`config.mk`:
```
export PLATFORM = sky130hd
export DESIGN_NAME = scissored_line_stepper_core_flat
export DESIGN_NICKNAME = d
export VERILOG_FILES = /design/src/slst_pkg.sv /design/src/slst_item_if.sv /design/src/slst_pixel_if.sv /design/src/slst_setup.sv /design/src/slst_stepper.sv /design/src/scissored_line_stepper_core.sv /design/src/flat_wrapper.sv
export SDC_FILE = /design/constraint.sdc
export NUM_CORES = 1
export LEC_CHECK = 0
export ABC_AREA = 1
export BUFFER_PORTS_ARGS = -buffer_cell sky130_fd_sc_hd__buf_2
export CORE_ASPECT_RATIO = 0.75
export CORE_MARGIN = 2
export CORE_UTILIZATION = 30
export CTS_CLUSTER_SIZE = 28
export DETAILED_ROUTE_END_ITERATION = 12
export PLACE_DENSITY_LB_ADDON = 0.08
export SLEW_MARGIN = 30
export SYNTH_ARGS = -nofsm -noshare
export SYNTH_HDL_FRONTEND = slang
export SYNTH_HIERARCHICAL = 1
export SYNTH_SLANG_ARGS = --single-unit
```
`constraint.sdc`:
```
create_clock -name clk -period 7.87 [get_ports clk]
set_input_delay 0.787 -clock clk [delete_from_list [all_inputs] [get_ports clk]]
set_output_delay 0.787 -clock clk [all_outputs]
set_load 0.02 [all_outputs]
```
`src/slst_pkg.sv`:
```
package slst_pkg;

  // Coordinates and scissor bounds are 12-bit two's complement.
  typedef logic signed [11:0] coord_t;
  typedef logic [11:0]        len_t;
  typedef logic [1:0]         dir_t;

  // Display size used by the trivial-reject test.
  localparam coord_t DISPLAY_W = 12'sd640;
  localparam coord_t DISPLAY_H = 12'sd480;

  // Alpha value that means an opaque write.
  localparam logic [7:0] OPAQUE = 8'd255;

  // Item kinds.
  localparam logic KIND_LOAD = 1'b0;
  localparam logic KIND_STEP = 1'b1;

  // Direction codes: two's complement -1, 0, +1.
  localparam dir_t DIR_ZERO = 2'd0;
  localparam dir_t DIR_POS  = 2'd1;
  localparam dir_t DIR_NEG  = 2'd3;

  // Configuration register indexes.
  localparam logic [1:0] CFG_SCISSOR_LEFT   = 2'd0;
  localparam logic [1:0] CFG_SCISSOR_TOP    = 2'd1;
  localparam logic [1:0] CFG_SCISSOR_RIGHT  = 2'd2;
  localparam logic [1:0] CFG_SCISSOR_BOTTOM = 2'd3;

  // Scissor reset values.
  localparam coord_t SCISSOR_LEFT_RST   = 12'sd0;
  localparam coord_t SCISSOR_TOP_RST    = 12'sd0;
  localparam coord_t SCISSOR_RIGHT_RST  = 12'sd640;
  localparam coord_t SCISSOR_BOTTOM_RST = 12'sd480;

  typedef struct packed {
    logic [7:0] red;
    logic [7:0] green;
    logic [7:0] blue;
    logic [7:0] alpha;
  } rgba_t;

  // One input item.
  typedef struct packed {
    logic       kind;
    coord_t     start_x;
    coord_t     start_y;
    coord_t     end_x;
    coord_t     end_y;
    logic [7:0] red;
    logic [7:0] green;
    logic [7:0] blue;
    logic [7:0] alpha;
  } item_t;

  // One result item.
  typedef struct packed {
    coord_t     pixel_x;
    coord_t     pixel_y;
    logic [7:0] out_red;
    logic [7:0] out_green;
    logic [7:0] out_blue;
    logic [7:0] out_alpha;
    logic       visible;
    logic       blend;
    logic       last;
  } pixel_t;

  // Inclusive scissor box.
  typedef struct packed {
    coord_t left;
    coord_t top;
    coord_t right;
    coord_t bottom;
  } scissor_t;

  // Stepper setup derived from a load item.
  typedef struct packed {
    coord_t pos_x;
    coord_t pos_y;
    len_t   abs_dx;
    len_t   abs_dy;
    dir_t   dir_x;
    dir_t   dir_y;
    logic   x_major;
    len_t   steps;
    rgba_t  colour;
  } setup_t;

endpackage

```
`src/slst_item_if.sv`:
```
interface slst_item_if;
  logic                valid;
  logic                ready;
  slst_pkg::item_t     data;

  modport source (output valid, output data, input ready);
  modport sink (input valid, input data, output ready);
endinterface

```
`src/slst_pixel_if.sv`:
```
interface slst_pixel_if;
  logic                valid;
  logic                ready;
  slst_pkg::pixel_t    data;

  modport source (output valid, output data, input ready);
  modport sink (input valid, input data, output ready);
endinterface

```
`src/slst_setup.sv`:
```
module slst_setup (
  input  slst_pkg::item_t    item,
  input  slst_pkg::scissor_t scissor,
  output slst_pkg::setup_t   setup
);

  logic signed [12:0] dx;
  logic signed [12:0] dy;
  slst_pkg::len_t     adx_w;
  slst_pkg::len_t     ady_w;
  logic               reject;

  // Deltas need one extra bit so that the full coordinate span fits.
  assign dx = {item.end_x[11], item.end_x} - {item.start_x[11], item.start_x};
  assign dy = {item.end_y[11], item.end_y} - {item.start_y[11], item.start_y};

  // Magnitudes never exceed 4095, so they fit the length type.
  assign adx_w = dx[12] ? 12'(-dx) : dx[11:0];
  assign ady_w = dy[12] ? 12'(-dy) : dy[11:0];

  // Trivial reject: both ends on the outside of the same edge.
  assign reject =
      ($signed(item.start_x) < $signed(scissor.left) &&
       $signed(item.end_x)   < $signed(scissor.left)) ||
      ($signed(item.start_x) > $signed(slst_pkg::DISPLAY_W) &&
       $signed(item.end_x)   > $signed(slst_pkg::DISPLAY_W)) ||
      ($signed(item.start_y) < $signed(scissor.top) &&
       $signed(item.end_y)   < $signed(scissor.top)) ||
      ($signed(item.start_y) > $signed(slst_pkg::DISPLAY_H) &&
       $signed(item.end_y)   > $signed(slst_pkg::DISPLAY_H));

  always_comb begin
    setup.pos_x   = item.start_x;
    setup.pos_y   = item.start_y;
    setup.abs_dx  = adx_w;
    setup.abs_dy  = ady_w;
    setup.dir_x   = (dx == 13'sd0) ? slst_pkg::DIR_ZERO :
                    (dx[12] ? slst_pkg::DIR_NEG : slst_pkg::DIR_POS);
    setup.dir_y   = (dy == 13'sd0) ? slst_pkg::DIR_ZERO :
                    (dy[12] ? slst_pkg::DIR_NEG : slst_pkg::DIR_POS);
    setup.x_major = (adx_w >= ady_w);
    if (reject) begin
      setup.steps = '0;
    end else if (setup.x_major) begin
      setup.steps = adx_w;
    end else begin
      setup.steps = ady_w;
    end
    setup.colour.red   = item.red;
    setup.colour.green = item.green;
    setup.colour.blue  = item.blue;
    setup.colour.alpha = item.alpha;
  end

endmodule

```
`src/slst_stepper.sv`:
```
module slst_stepper (
  input  logic               clk,
  input  logic               rst_n,
  input  logic               load,
  input  logic               step,
  input  slst_pkg::setup_t   setup,
  input  slst_pkg::scissor_t scissor,
  output slst_pkg::pixel_t   pixel
);

  slst_pkg::coord_t pos_x_r, pos_x_nxt;
  slst_pkg::coord_t pos_y_r, pos_y_nxt;
  slst_pkg::len_t   err_r, err_nxt;
  slst_pkg::len_t   steps_r, steps_nxt;
  slst_pkg::len_t   adx_r, adx_nxt;
  slst_pkg::len_t   ady_r, ady_nxt;
  slst_pkg::dir_t   dir_x_r, dir_x_nxt;
  slst_pkg::dir_t   dir_y_r, dir_y_nxt;
  logic             x_major_r, x_major_nxt;
  slst_pkg::rgba_t  colour_r, colour_nxt;

  slst_pkg::len_t   major_len;
  slst_pkg::len_t   minor_len;
  logic [12:0]      err_sum;
  logic             err_carry;
  slst_pkg::coord_t inc_x;
  slst_pkg::coord_t inc_y;
  slst_pkg::coord_t px;
  slst_pkg::coord_t py;
  logic             active;
  logic             in_box;

  assign active    = (steps_r != '0);
  assign major_len = x_major_r ? adx_r : ady_r;
  assign minor_len = x_major_r ? ady_r : adx_r;

  // Error accumulate and minor-axis correction ahead of the pixel.
  assign err_sum   = {1'b0, err_r} + {1'b0, minor_len};
  assign err_carry = (err_sum >= {1'b0, major_len});

  // Direction codes sign-extend straight to -1, 0 or +1.
  assign inc_x = pos_x_r + {{10{dir_x_r[1]}}, dir_x_r};
  assign inc_y = pos_y_r + {{10{dir_y_r[1]}}, dir_y_r};

  assign px = (!x_major_r && err_carry) ? inc_x : pos_x_r;
  assign py = (x_major_r && err_carry) ? inc_y : pos_y_r;

  assign in_box = !($signed(px) < $signed(scissor.left)  ||
                    $signed(px) > $signed(scissor.right) ||
                    $signed(py) < $signed(scissor.top)   ||
                    $signed(py) > $signed(scissor.bottom));

  // Result for the step item being taken this cycle.
  always_comb begin
    pixel = '0;
    if (active) begin
      pixel.pixel_x   = px;
      pixel.pixel_y   = py;
      pixel.out_red   = colour_r.red;
      pixel.out_green = colour_r.green;
      pixel.out_blue  = colour_r.blue;
      pixel.out_alpha = colour_r.alpha;
      pixel.visible   = in_box;
      pixel.blend     = (colour_r.alpha != slst_pkg::OPAQUE);
      pixel.last      = (steps_r == 12'd1);
    end else begin
      pixel.last = 1'b1;
    end
  end

  // Next stepper state: a load replaces the line, a step advances it.
  always_comb begin
    pos_x_nxt   = pos_x_r;
    pos_y_nxt   = pos_y_r;
    err_nxt     = err_r;
    steps_nxt   = steps_r;
    adx_nxt     = adx_r;
    ady_nxt     = ady_r;
    dir_x_nxt   = dir_x_r;
    dir_y_nxt   = dir_y_r;
    x_major_nxt = x_major_r;
    colour_nxt  = colour_r;
    if (load) begin
      pos_x_nxt   = setup.pos_x;
      pos_y_nxt   = setup.pos_y;
      err_nxt     = '0;
      steps_nxt   = setup.steps;
      adx_nxt     = setup.abs_dx;
      ady_nxt     = setup.abs_dy;
      dir_x_nxt   = setup.dir_x;
      dir_y_nxt   = setup.dir_y;
      x_major_nxt = setup.x_major;
      colour_nxt  = setup.colour;
    end else if (step && active) begin
      err_nxt   = err_carry ? 12'(err_sum - {1'b0, major_len}) : err_sum[11:0];
      pos_x_nxt = x_major_r ? inc_x : px;
      pos_y_nxt = x_major_r ? py : inc_y;
      steps_nxt = steps_r - 12'd1;
    end
  end

  always_ff @(posedge clk) begin
    if (!rst_n) begin
      pos_x_r   <= '0;
      pos_y_r   <= '0;
      err_r     <= '0;
      steps_r   <= '0;
      adx_r     <= '0;
      ady_r     <= '0;
      dir_x_r   <= slst_pkg::DIR_ZERO;
      dir_y_r   <= slst_pkg::DIR_ZERO;
      x_major_r <= 1'b0;
      colour_r  <= '0;
    end else begin
      pos_x_r   <= pos_x_nxt;
      pos_y_r   <= pos_y_nxt;
      err_r     <= err_nxt;
      steps_r   <= steps_nxt;
      adx_r     <= adx_nxt;
      ady_r     <= ady_nxt;
      dir_x_r   <= dir_x_nxt;
      dir_y_r   <= dir_y_nxt;
      x_major_r <= x_major_nxt;
      colour_r  <= colour_nxt;
    end
  end

endmodule

```
`src/scissored_line_stepper_core.sv`:
```
// A step item's pixel goes through the input register, then the result register;
// a load item produces no result.
// Throughput: one item per cycle, except that a step item is held while a pixel waits.
// A load is taken even while a pixel waits at the output.
// Reset (synchronous, rst_n low) empties both registers, leaves no line
// active and returns the scissor box to 0, 0, 640, 480.
module scissored_line_stepper_core (
  input  logic               clk,
  input  logic               rst_n,
  slst_item_if.sink          in_item,
  slst_pixel_if.source       out_pixel,
  input  logic               cfg_we,
  input  logic [1:0]         cfg_index,
  input  logic [11:0]        cfg_data
);

  slst_pkg::scissor_t scissor_r, scissor_nxt;
  logic               in_vld_r, in_vld_nxt;
  slst_pkg::item_t    in_data_r, in_data_nxt;
  logic               out_vld_r, out_vld_nxt;
  slst_pkg::pixel_t   out_data_r, out_data_nxt;

  logic               advance;
  logic               is_load;
  logic               is_step;
  slst_pkg::setup_t   setup;
  slst_pkg::pixel_t   pixel;

  // Configuration writes.
  always_comb begin
    scissor_nxt = scissor_r;
    if (cfg_we) begin
      case (cfg_index)
        slst_pkg::CFG_SCISSOR_LEFT:   scissor_nxt.left   = cfg_data;
        slst_pkg::CFG_SCISSOR_TOP:    scissor_nxt.top    = cfg_data;
        slst_pkg::CFG_SCISSOR_RIGHT:  scissor_nxt.right  = cfg_data;
        slst_pkg::CFG_SCISSOR_BOTTOM: scissor_nxt.bottom = cfg_data;
        default: begin
          scissor_nxt = scissor_r;
        end
      endcase
    end
  end

  // The held item moves on when it is a load or the result slot frees up.
  assign is_load = in_vld_r && (in_data_r.kind == slst_pkg::KIND_LOAD);
  assign is_step = in_vld_r && (in_data_r.kind == slst_pkg::KIND_STEP);
  assign advance = is_load || (is_step && (!out_vld_r || out_pixel.ready));
  assign in_item.ready = !in_vld_r || advance;

  slst_setup u_setup (
    .item    (in_data_r),
    .scissor (scissor_r),
    .setup   (setup)
  );

  slst_stepper u_stepper (
    .clk     (clk),
    .rst_n   (rst_n),
    .load    (is_load),
    .step    (is_step && advance),
    .setup   (setup),
    .scissor (scissor_r),
    .pixel   (pixel)
  );

  // Input register and result register.
  always_comb begin
    in_vld_nxt  = in_vld_r;
    in_data_nxt = in_data_r;
    if (in_item.ready) begin
      in_vld_nxt  = in_item.valid;
      in_data_nxt = in_item.data;
    end
    out_vld_nxt  = out_vld_r;
    out_data_nxt = out_data_r;
    if (is_step && advance) begin
      out_vld_nxt  = 1'b1;
      out_data_nxt = pixel;
    end else if (out_pixel.ready) begin
      out_vld_nxt = 1'b0;
    end
  end

  always_ff @(posedge clk) begin
    if (!rst_n) begin
      scissor_r.left   <= slst_pkg::SCISSOR_LEFT_RST;
      scissor_r.top    <= slst_pkg::SCISSOR_TOP_RST;
      scissor_r.right  <= slst_pkg::SCISSOR_RIGHT_RST;
      scissor_r.bottom <= slst_pkg::SCISSOR_BOTTOM_RST;
      in_vld_r         <= 1'b0;
      out_vld_r        <= 1'b0;
    end else begin
      scissor_r <= scissor_nxt;
      in_vld_r  <= in_vld_nxt;
      out_vld_r <= out_vld_nxt;
    end
  end

  always_ff @(posedge clk) begin
    in_data_r  <= in_data_nxt;
    out_data_r <= out_data_nxt;
  end

  assign out_pixel.valid = out_vld_r;
  assign out_pixel.data  = out_data_r;

  // A step that moves on always lands in the result register.
  a_step_lands: assert property (@(posedge clk) disable iff (!rst_n)
    (is_step && advance) |=> out_vld_r)
    else $error("step item advanced without a result");

  // A stalled result is never overwritten by a step.
  a_no_overwrite: assert property (@(posedge clk) disable iff (!rst_n)
    (out_vld_r && !out_pixel.ready && is_step) |-> !advance)
    else $error("pending result overwritten");

  // A load never disturbs a pending result.
  a_load_keeps_out: assert property (@(posedge clk) disable iff (!rst_n)
    (is_load && out_vld_r && !out_pixel.ready) |=> (out_vld_r && $stable(out_data_r)))
    else $error("load disturbed a pending result");

  // A pixel ahead of its line end flags blending exactly when alpha is not opaque.
  a_blend_flag: assert property (@(posedge clk) disable iff (!rst_n)
    (out_vld_r && !out_data_r.last) |->
      (out_data_r.blend == (out_data_r.out_alpha != slst_pkg::OPAQUE)))
    else $error("blend flag does not match alpha");

endmodule

```
`src/flat_wrapper.sv`:
```
// flat-port wrapper written by rule: the top's interface ports become plain ports
module scissored_line_stepper_core_flat 
  (clk, rst_n, cfg_we, cfg_index, cfg_data, in_item_valid, in_item_data, in_item_ready, out_pixel_valid, out_pixel_data, out_pixel_ready);
  slst_item_if in_item_i ();
  slst_pixel_if out_pixel_i ();
  input  logic clk;
  input  logic rst_n;
  input  logic cfg_we;
  input  logic [1:0] cfg_index;
  input  logic [11:0] cfg_data;
  input wire logic [$bits(in_item_i.valid)-1:0] in_item_valid;
  input wire logic [$bits(in_item_i.data)-1:0] in_item_data;
  output wire logic [$bits(in_item_i.ready)-1:0] in_item_ready;
  output wire logic [$bits(out_pixel_i.valid)-1:0] out_pixel_valid;
  output wire logic [$bits(out_pixel_i.data)-1:0] out_pixel_data;
  input wire logic [$bits(out_pixel_i.ready)-1:0] out_pixel_ready;
  assign in_item_i.valid = in_item_valid;
  assign in_item_i.data = in_item_data;
  assign in_item_ready = in_item_i.ready;
  assign out_pixel_valid = out_pixel_i.valid;
  assign out_pixel_data = out_pixel_i.data;
  assign out_pixel_i.ready = out_pixel_ready;
  scissored_line_stepper_core u_core (.clk(clk), .rst_n(rst_n), .in_item(in_item_i), .out_pixel(out_pixel_i), .cfg_we(cfg_we), .cfg_index(cfg_index), .cfg_data(cfg_data));
endmodule
```
==> impl_metrics.csv, run 1 <==
group,metric,value,unit
run_status,status,"finished, final reports clean",
sta,skew,0.0322,ns
die,core_area,63500,um^2
sta,rsz0062_at_grt,"false",
die,die_h,223,um
placed_design,hpwl,45100,um
power_and_ir_drop,power.leakage,10.0,nW
detailed_routing,drt_iter0_drc,1151,
critical_path,end_kind,"flip-flop",
cells_and_area,syn2layout_area_growth,13.4,%
yosys,ys_top_cells_by_area,"edfxtp_1, dfxtp_1, ha_1",
sta,finalHoldViolations,0,
critical_path,crit_path_start_kind,"flip-flop",
die,die_x,296,um
cts,cts-resized-gates,0,
critical_path,cp-startpoint,"u_core/u_stepper/x_major_r$_SDFFE_PN0P_",
placed_design,portBuffers,160,
critical_path,critical_path.slowest_cell,"dfxtp_2",
sta,post-route-period-util,0.815,
cells_and_area,num-nets-final,2873,
critical_path,critPathRequiredTime,8.20,ns
cells_and_area,multiInputGateArea,9540,um^2
yosys,netlist_instances,2507,
yosys,synth-edff-count,140,
critical_path,reg2reg_depth,29,
yosys,synth_top_area_cell,"edfxtp_1",
yosys,async_reset_ff_frac,0,
sta,setup_tns,0,ns
cts,cts_buffer_depth,3,
yosys,mappedNetlistArea,19200,um^2
grt,grt_antenna_before_repair,0,
detailed_routing,drt-total-wl,59600,um
critical_path,arrival,6.74,ns
cells_and_area,final_util,0.343,
yosys,synth_ff_type,"dfxtp_1",
yosys,synth_seq_area_share,0.384,
die,die_area,66100,um^2
critical_path,path_common_cell,"nand2_1",
grt,grt_usage,0.180,
die,ios,161,
cts,post_cts_buffers,0,
yosys,synth-seq-cells,299,
grt,grt_pass1_wl,91400,um
cts,cts_hold_buf,0,
placed_design,gp_congestion,0.866,
critical_path,ff2ff_setup_slack,1.46,ns
yosys,syn-num-nets,2788,
sta,min_period,6.41,ns
cts,insertion_delay,0.57,ns
power_and_ir_drop,finalPower,5.07,mW
hold_path,hold_class,"in2reg",
critical_path,critPathCapture,"u_core/out_pixel.data[2]$_DFFE_PP_",
cts,clk_pin_slew,0.06,ns
power_and_ir_drop,power.density,233,nW/um^2
critical_path,critical_path_class,"reg2reg",
sta,max_freq,156,MHz
cts,cts_root_buffer,"clkbuf_16",
cells_and_area,drive_gt1_frac,0.119,
yosys,syn_area_per_cell,7.67,um^2
detailed_routing,ant_nets,0,
cts,cts_tree,"yes",
sta,maxSlewViolCount,0,
sta,tightest_slew,0.843,ns
yosys,netlist_top_cells_count,"nand2_1, inv_1, nor2_1",
yosys,yosysUniqueCellTypes,62,
job,max_cap_violations,0,
sta,relSlewSlack,0.438,
cts,clock_sinks,299,
grt,grt_overflow_total,0,
detailed_routing,drc,0,
critical_path,crit_path_max_incr_delay,0.77,ns
die,start_util,0.303,
yosys,yosys.area.top_type_share,0.219,
detailed_routing,routedWlPerCell,17.1,um
yosys,synth_most_common_cell,"nand2_1",
die,row_count,80,
cells_and_area,register_area,7390,um^2
cells_and_area,nFillCells,6811,
grt,grt_max_degree,80,
critical_path,r2r_end,"u_core/out_pixel.data[2]$_DFFE_PP_",
detailed_routing,viasPerCell,4.69,
power_and_ir_drop,max-vdd-ir-drop,144,uV
cts,cts_made_buffers,37,
cts,htreeDepth,2,
sta,setup_viol,0,
detailed_routing,firstDrtPassIters,5,
yosys,yosys_warnings,6,
detailed_routing,vias,16300,
critical_path,critical_path.reg2reg.startpoint,"u_core/u_stepper/x_major_r$_SDFFE_PN0P_",
grt,grt_pass1_vias,15700,
critical_path,path_max_fanout,30,
## worst max-delay path: cells and delay by family, from the launching register on
family | cells | cell delay (ns)
AOI/OAI and AO/OA | 7 | 1.74
xor gates and xnor gates | 1 | 0.18
adders and majority gates | 3 | 1.03
buffers and inverters | 5 | 0.77
DFF | 1 | 0.77
and+or+nand+nor | 13 | 1.69
## cells in the final DEF (no fill, tap or decap), types with 5 or more instances in the layout
cell type and n:
nand2_2 9, buf_4 16, a21o_1 5, a21boi_0 5, nor4_1 5, o21a_1 5, nand3_1 97, a31oi_1 19
o211ai_1 13, o221ai_1 15, clkbuf_1 8, or2_2 13, fa_1 6, nor2_1 279, o21bai_1 5, xor2_1 46
edfxtp_1 140, a21oi_1 205, nor2_2 15, dfxtp_1 158, nand2_1 477, o21ai_1 8, nor3_1 17, o21ai_0 160
nand3_2 6, inv_2 12, clkbuf_16 40, nand2_4 6, o31ai_1 5, nand4_1 17, buf_2 159, xnor2_1 12
ha_1 175, clkinv_1 6, bufinv_16 6, inv_1 391
## how the worst min path moves through the flow
| stage | cells after the start | slack [ns] | to | from |
|---|---|---|---|---|
| floorplan | 2 | 0.43 | u_core/u_stepper/colour_r[10]$_SDFFE_PN0P_ | u_core/u_stepper/colour_r[10]$_SDFFE_PN0P_ |
| global placement | 2 | 0.44 | u_core/u_stepper/colour_r[26]$_SDFFE_PN0P_ | u_core/u_stepper/colour_r[26]$_SDFFE_PN0P_ |
| detailed placement | 2 | 0.45 | u_core/u_stepper/colour_r[22]$_SDFFE_PN0P_ | u_core/u_stepper/colour_r[22]$_SDFFE_PN0P_ |
| CTS | 1 | 0.35 | u_core/in_data_r[80]$_DFFE_PP_ | in_item_data[80] |
| global route | 1 | 0.36 | u_core/in_data_r[42]$_DFFE_PP_ | in_item_data[42] |
| finish | 1 | 0.39 | u_core/in_data_r[80]$_DFFE_PP_ | in_item_data[80] |
## per-layer routing
layer / track usage / share of wire / wire length [um] / vias up
met5: 0 / 0 / 0 / -
li1: - / - / - / 8339
met3: 0.0384 / 0.064 / 3810 / 55
met4: 0.0406 / 0.016 / 964 / 0
met1: 0.274 / 0.52 / 30800 / 7552
met2: 0.255 / 0.40 / 24000 / 378
## registers in the layout (all words and copies together) (netlist names), 12 cells and up
name / cells
u_core/u_stepper/ady_r: 12
u_core/u_stepper/pos_x_r: 12
u_core/in_data_r: 81
u_core/out_pixel.data: 59
u_core/scissor_r: 48
u_core/u_stepper/err_r: 12
u_core/u_stepper/adx_r: 12
u_core/u_stepper/colour_r: 32
u_core/u_stepper/pos_y_r: 12
u_core/u_stepper/steps_r: 12
## report_power, final
group / internal, mW / switching (mW) / total, mW / leakage [nW]
sequential: 1.72 / 0.0699 / 1.79 / 2.71
clock: 1.14 / 0.716 / 1.86 / 0.635
combinational: 0.461 / 0.963 / 1.42 / 6.67
## cells by family after synthesis
group                      after synthesis  synth area share
AOI/OAI and AO/OA                      471             0.137
xor gates and xnor gates                59            0.0273
adders and majority gates              181             0.120
buffers and inverters                  537             0.121
DFF                                    299             0.384
and+or+nand+nor                        960             0.210
## through the flow
step           setup slack, ns  hold WS (ns)  instance area, um^2  cells
6_report                  1.46         0.388                21800   3483
5_1_grt                  0.893         0.365                21800   3481
4_1_cts                   1.58         0.355                21800   3480
3_5_place_dp              1.58         0.448                20500   3413
3_3_place_gp              1.66         0.443                20400   3413
2_1_floorplan             2.44         0.434                19200   2507
## area by class of cell
| type | count | share of cell area |
|---|---|---|
| Sequential cell | 299 | 0.339 |
| Inverter | 407 | 0.0703 |
| Multi-Input combinational cell | 1671 | 0.438 |
| Clock buffer | 50 | 0.0486 |
| Antenna cell | 2 | 0.000230 |
| Timing Repair Buffer | 176 | 0.0433 |
| Clock inverter | 17 | 0.0114 |
| Tap cell | 861 | 0.0494 |
Power figures use the tool's default switching activity.
==> run 2, diff against run 1 <==
Settings changed: ABC_AREA 1 to 0.
Clock period 7.87 ns to 6.35 ns, I/O delays scaled along.
==> run 2 against run 1 <==
Setup slack worse by 1.1 ns. Critical path depth is 2 lower. Register-to-register slack worse by 1.1 ns. Global-route usage fell by 0.37 points. Flip-flop and latch count unchanged. Worst hold slack worse by 0.12 ns. Sequential power increased by 25%. Clock-buffer cell count shrank 8.
==> impl_metrics.csv, run 2 <==
group,metric,value,unit
run_status,status,"finished, final reports clean",
die,row_count,78,
cts,cts_made_buffers,35,
cells_and_area,top_register,"u_core/in_data_r",
grt,grtUsageMet3,0.0246,
cells_and_area,drive_gt1_frac,0.149,
yosys,mappedNetlistArea,18500,um^2
power_and_ir_drop,power.leakage,8.70,nW
yosys,synth_most_common_cell,"ha_1",
placed_design,gp_congestion,0.845,
detailed_routing,drt_iter0_drc,826,
die,ios,161,
critical_path,crit_family,"compound AO/OA/AOI/OAI gates",
sta,post-route-period-util,0.944,
yosys,yosys_warnings,6,
cts,cts_hold_buf,0,
cts,clock_sinks,299,
sta,min_period,5.99,ns
detailed_routing,vias,13700,
yosys,synth-seq-cells,299,
yosys,synth-edff-count,140,
critical_path,critical_path_class,"reg2reg",
grt,grtUsageMet1,0.281,
critical_path,end_kind,"flip-flop",
job,max_cap_violations,0,
critical_path,cp-startpoint,"u_core/u_stepper/x_major_r$_SDFFE_PN0P_",
die,die_h,219,um
yosys,yosys.area.top_type_share,0.227,
critical_path,worst-path-buf-inv,3,
die,core_area,60800,um^2
yosys,syn_area_per_cell,10.1,um^2
sta,setup_viol,0,
cts,insertion_delay,0.54,ns
detailed_routing,routedWlPerCell,20.3,um
critical_path,critical_path.reg2reg.startpoint,"u_core/u_stepper/x_major_r$_SDFFE_PN0P_",
sta,skew,0.0132,ns
sta,max_freq,167,MHz
yosys,yosysUniqueCellTypes,90,
die,start_util,0.305,
placed_design,portBuffers,160,
critical_path,crit_path_max_incr_delay,0.42,ns
cts,htreeDepth,2,
yosys,synth_top_area_cell,"edfxtp_1",
cts,cts_buffer_depth,3,
yosys,ys_top_cells_by_area,"edfxtp_1, dfxtp_1, ha_1",
yosys,netlist_top_cells_count,"ha_1, dfxtp_1, mux2i_1",
sta,maxSlewViolCount,0,
detailed_routing,drc,0,
cells_and_area,final_common_cell,"ha_1",
cells_and_area,final_cells,2773,
grt,grt_antenna_before_repair,2,
detailed_routing,drt-total-wl,56400,um
detailed_routing,firstDrtPassIters,5,
critical_path,ff2ff_setup_slack,0.36,ns
critical_path,path_depth,27,
cts,cts_tree,"yes",
cells_and_area,final_util,0.346,
grt,grt_overflow_total,0,
yosys,synth_seq_area_share,0.398,
cells_and_area,num-nets-final,2228,
cells_and_area,mostFrequentLayoutCells,"ha_1, buf_2, dfxtp_1, mux2i_1, edfxtp_1",
yosys,synth_ff_type,"dfxtp_1",
sta,setup_slack,0.356,ns
grt,grt.busiest_layer,"met1",
power_and_ir_drop,max-vdd-ir-drop,162,uV
critical_path,critPathCapture,"u_core/out_pixel.data[2]$_DFFE_PP_",
yosys,syn-num-nets,2124,
critical_path,critPathRequiredTime,6.71,ns
detailed_routing,ant_nets,0,
cells_and_area,syn2layout_area_growth,13.5,%
grt,grt_max_degree,84,
grt,grt_pass1_vias,13600,
critical_path,reg2reg_depth,27,
yosys,async_reset_ff_frac,0,
hold_path,hold_class,"in2reg",
critical_path,critical_path.slowest_cell,"o41a_1",
critical_path,r2r_end,"u_core/out_pixel.data[2]$_DFFE_PP_",
yosys,netlist_instances,1843,
sta,setup_tns,0,ns
sta,finalHoldViolations,0,
critical_path,arrival,6.36,ns
grt,use_met2,0.245,
placed_design,hpwl,43600,um
critical_path,path_max_fanout,11,
detailed_routing,viasPerCell,4.92,
grt,grt_usage,0.176,
sta,tightest_slew,0.877,ns
cells_and_area,largest_register_ffs,81,
grt,grt_pass1_wl,85400,um
sta,relSlewSlack,0.400,
cts,clk_pin_slew,0.06,ns
cts,cts_root_buffer,"clkbuf_16",
placed_design,dpl_worst_slack,0.0967,ns
die,die_area,63800,um^2
die,die_x,291,um
placed_design,place_inst,2706,
power_and_ir_drop,power.density,297,nW/um^2
critical_path,crit_path_start_kind,"flip-flop",
power_and_ir_drop,finalPower,6.25,mW
[run 2: cell type report]
type | instances | area (um^2)
Antenna cell | 1 | 2.50
Clock buffer | 42 | 913
Clock inverter | 20 | 223
Fill cell | 6147 | 39800
Inverter | 134 | 508
Multi-Input combinational cell | 1291 | 10000
Sequential cell | 299 | 7390
Tap cell | 800 | 1000
Timing Repair Buffer | 186 | 1000
[run 2: worst min path at each step]
stage / start / end / slack (ns) / cells past startpoint
CTS: in_item_data[1] / u_core/in_data_r[1]$_DFFE_PP_ / 0.23 / 1
detailed placement: u_core/scissor_r[22]$_SDFFE_PN0P_ / u_core/scissor_r[22]$_SDFFE_PN0P_ / 0.45 / 2
global route: in_item_data[11] / u_core/in_data_r[11]$_DFFE_PP_ / 0.24 / 1
finish: in_item_data[67] / u_core/in_data_r[67]$_DFFE_PP_ / 0.27 / 1
floorplan: u_core/scissor_r[15]$_SDFFE_PN0P_ / u_core/scissor_r[15]$_SDFFE_PN0P_ / 0.43 / 2
global placement: u_core/scissor_r[15]$_SDFFE_PN0P_ / u_core/scissor_r[15]$_SDFFE_PN0P_ / 0.45 / 2
[run 2: per-stage QoR]
stage / hold WS [ns] / instance area (um^2)
floorplan: 0.435 / 18500
global placement: 0.448 / 19800
detailed placement: 0.448 / 19900
CTS: 0.228 / 21000
global route: 0.238 / 21000
finish: 0.265 / 21000
[run 2: timing repair]
item | in CTS | in global routing
setup buffers | 0 | 4
resized for setup | 0 | 11
setup endpoints to repair | 0 | 1
[run 2: power by group]
group / switching, mW / leakage (nW) / internal [mW]
combinational: 1.17 / 5.45 / 0.811
sequential: 0.0991 / 2.70 / 2.13
clock: 0.841 / 0.547 / 1.20
[run 2: worst register-to-register path, delay by kind of cell (launching register included)]
kind                       cells  cell delay, ns
AOI/OAI and AO/OA             15            2.64
adders and majority gates      4            1.06
muxes                          2            0.74
buffers and inverters          3            0.51
DFF                            1            0.37
and+or+nand+nor                2            0.24
xor gates and xnor gates       1            0.24
[run 2: kinds of logic after synthesis]
kind of cell / after synthesis / synth area share
compound gates: 350 / 0.130
xor+xnor: 78 / 0.0368
fa+ha+maj: 181 / 0.125
buf+inv: 253 / 0.0658
flops: 299 / 0.398
mux: 188 / 0.104
simple gates: 494 / 0.140
[run 2: layer usage]
metal	routed length [um]	share of wire	vias up
met3	2420	0.043	50
met5	0	0	-
li1	-	-	6783
met4	746	0.013	0
met2	21800	0.39	292
met1	31400	0.56	6529
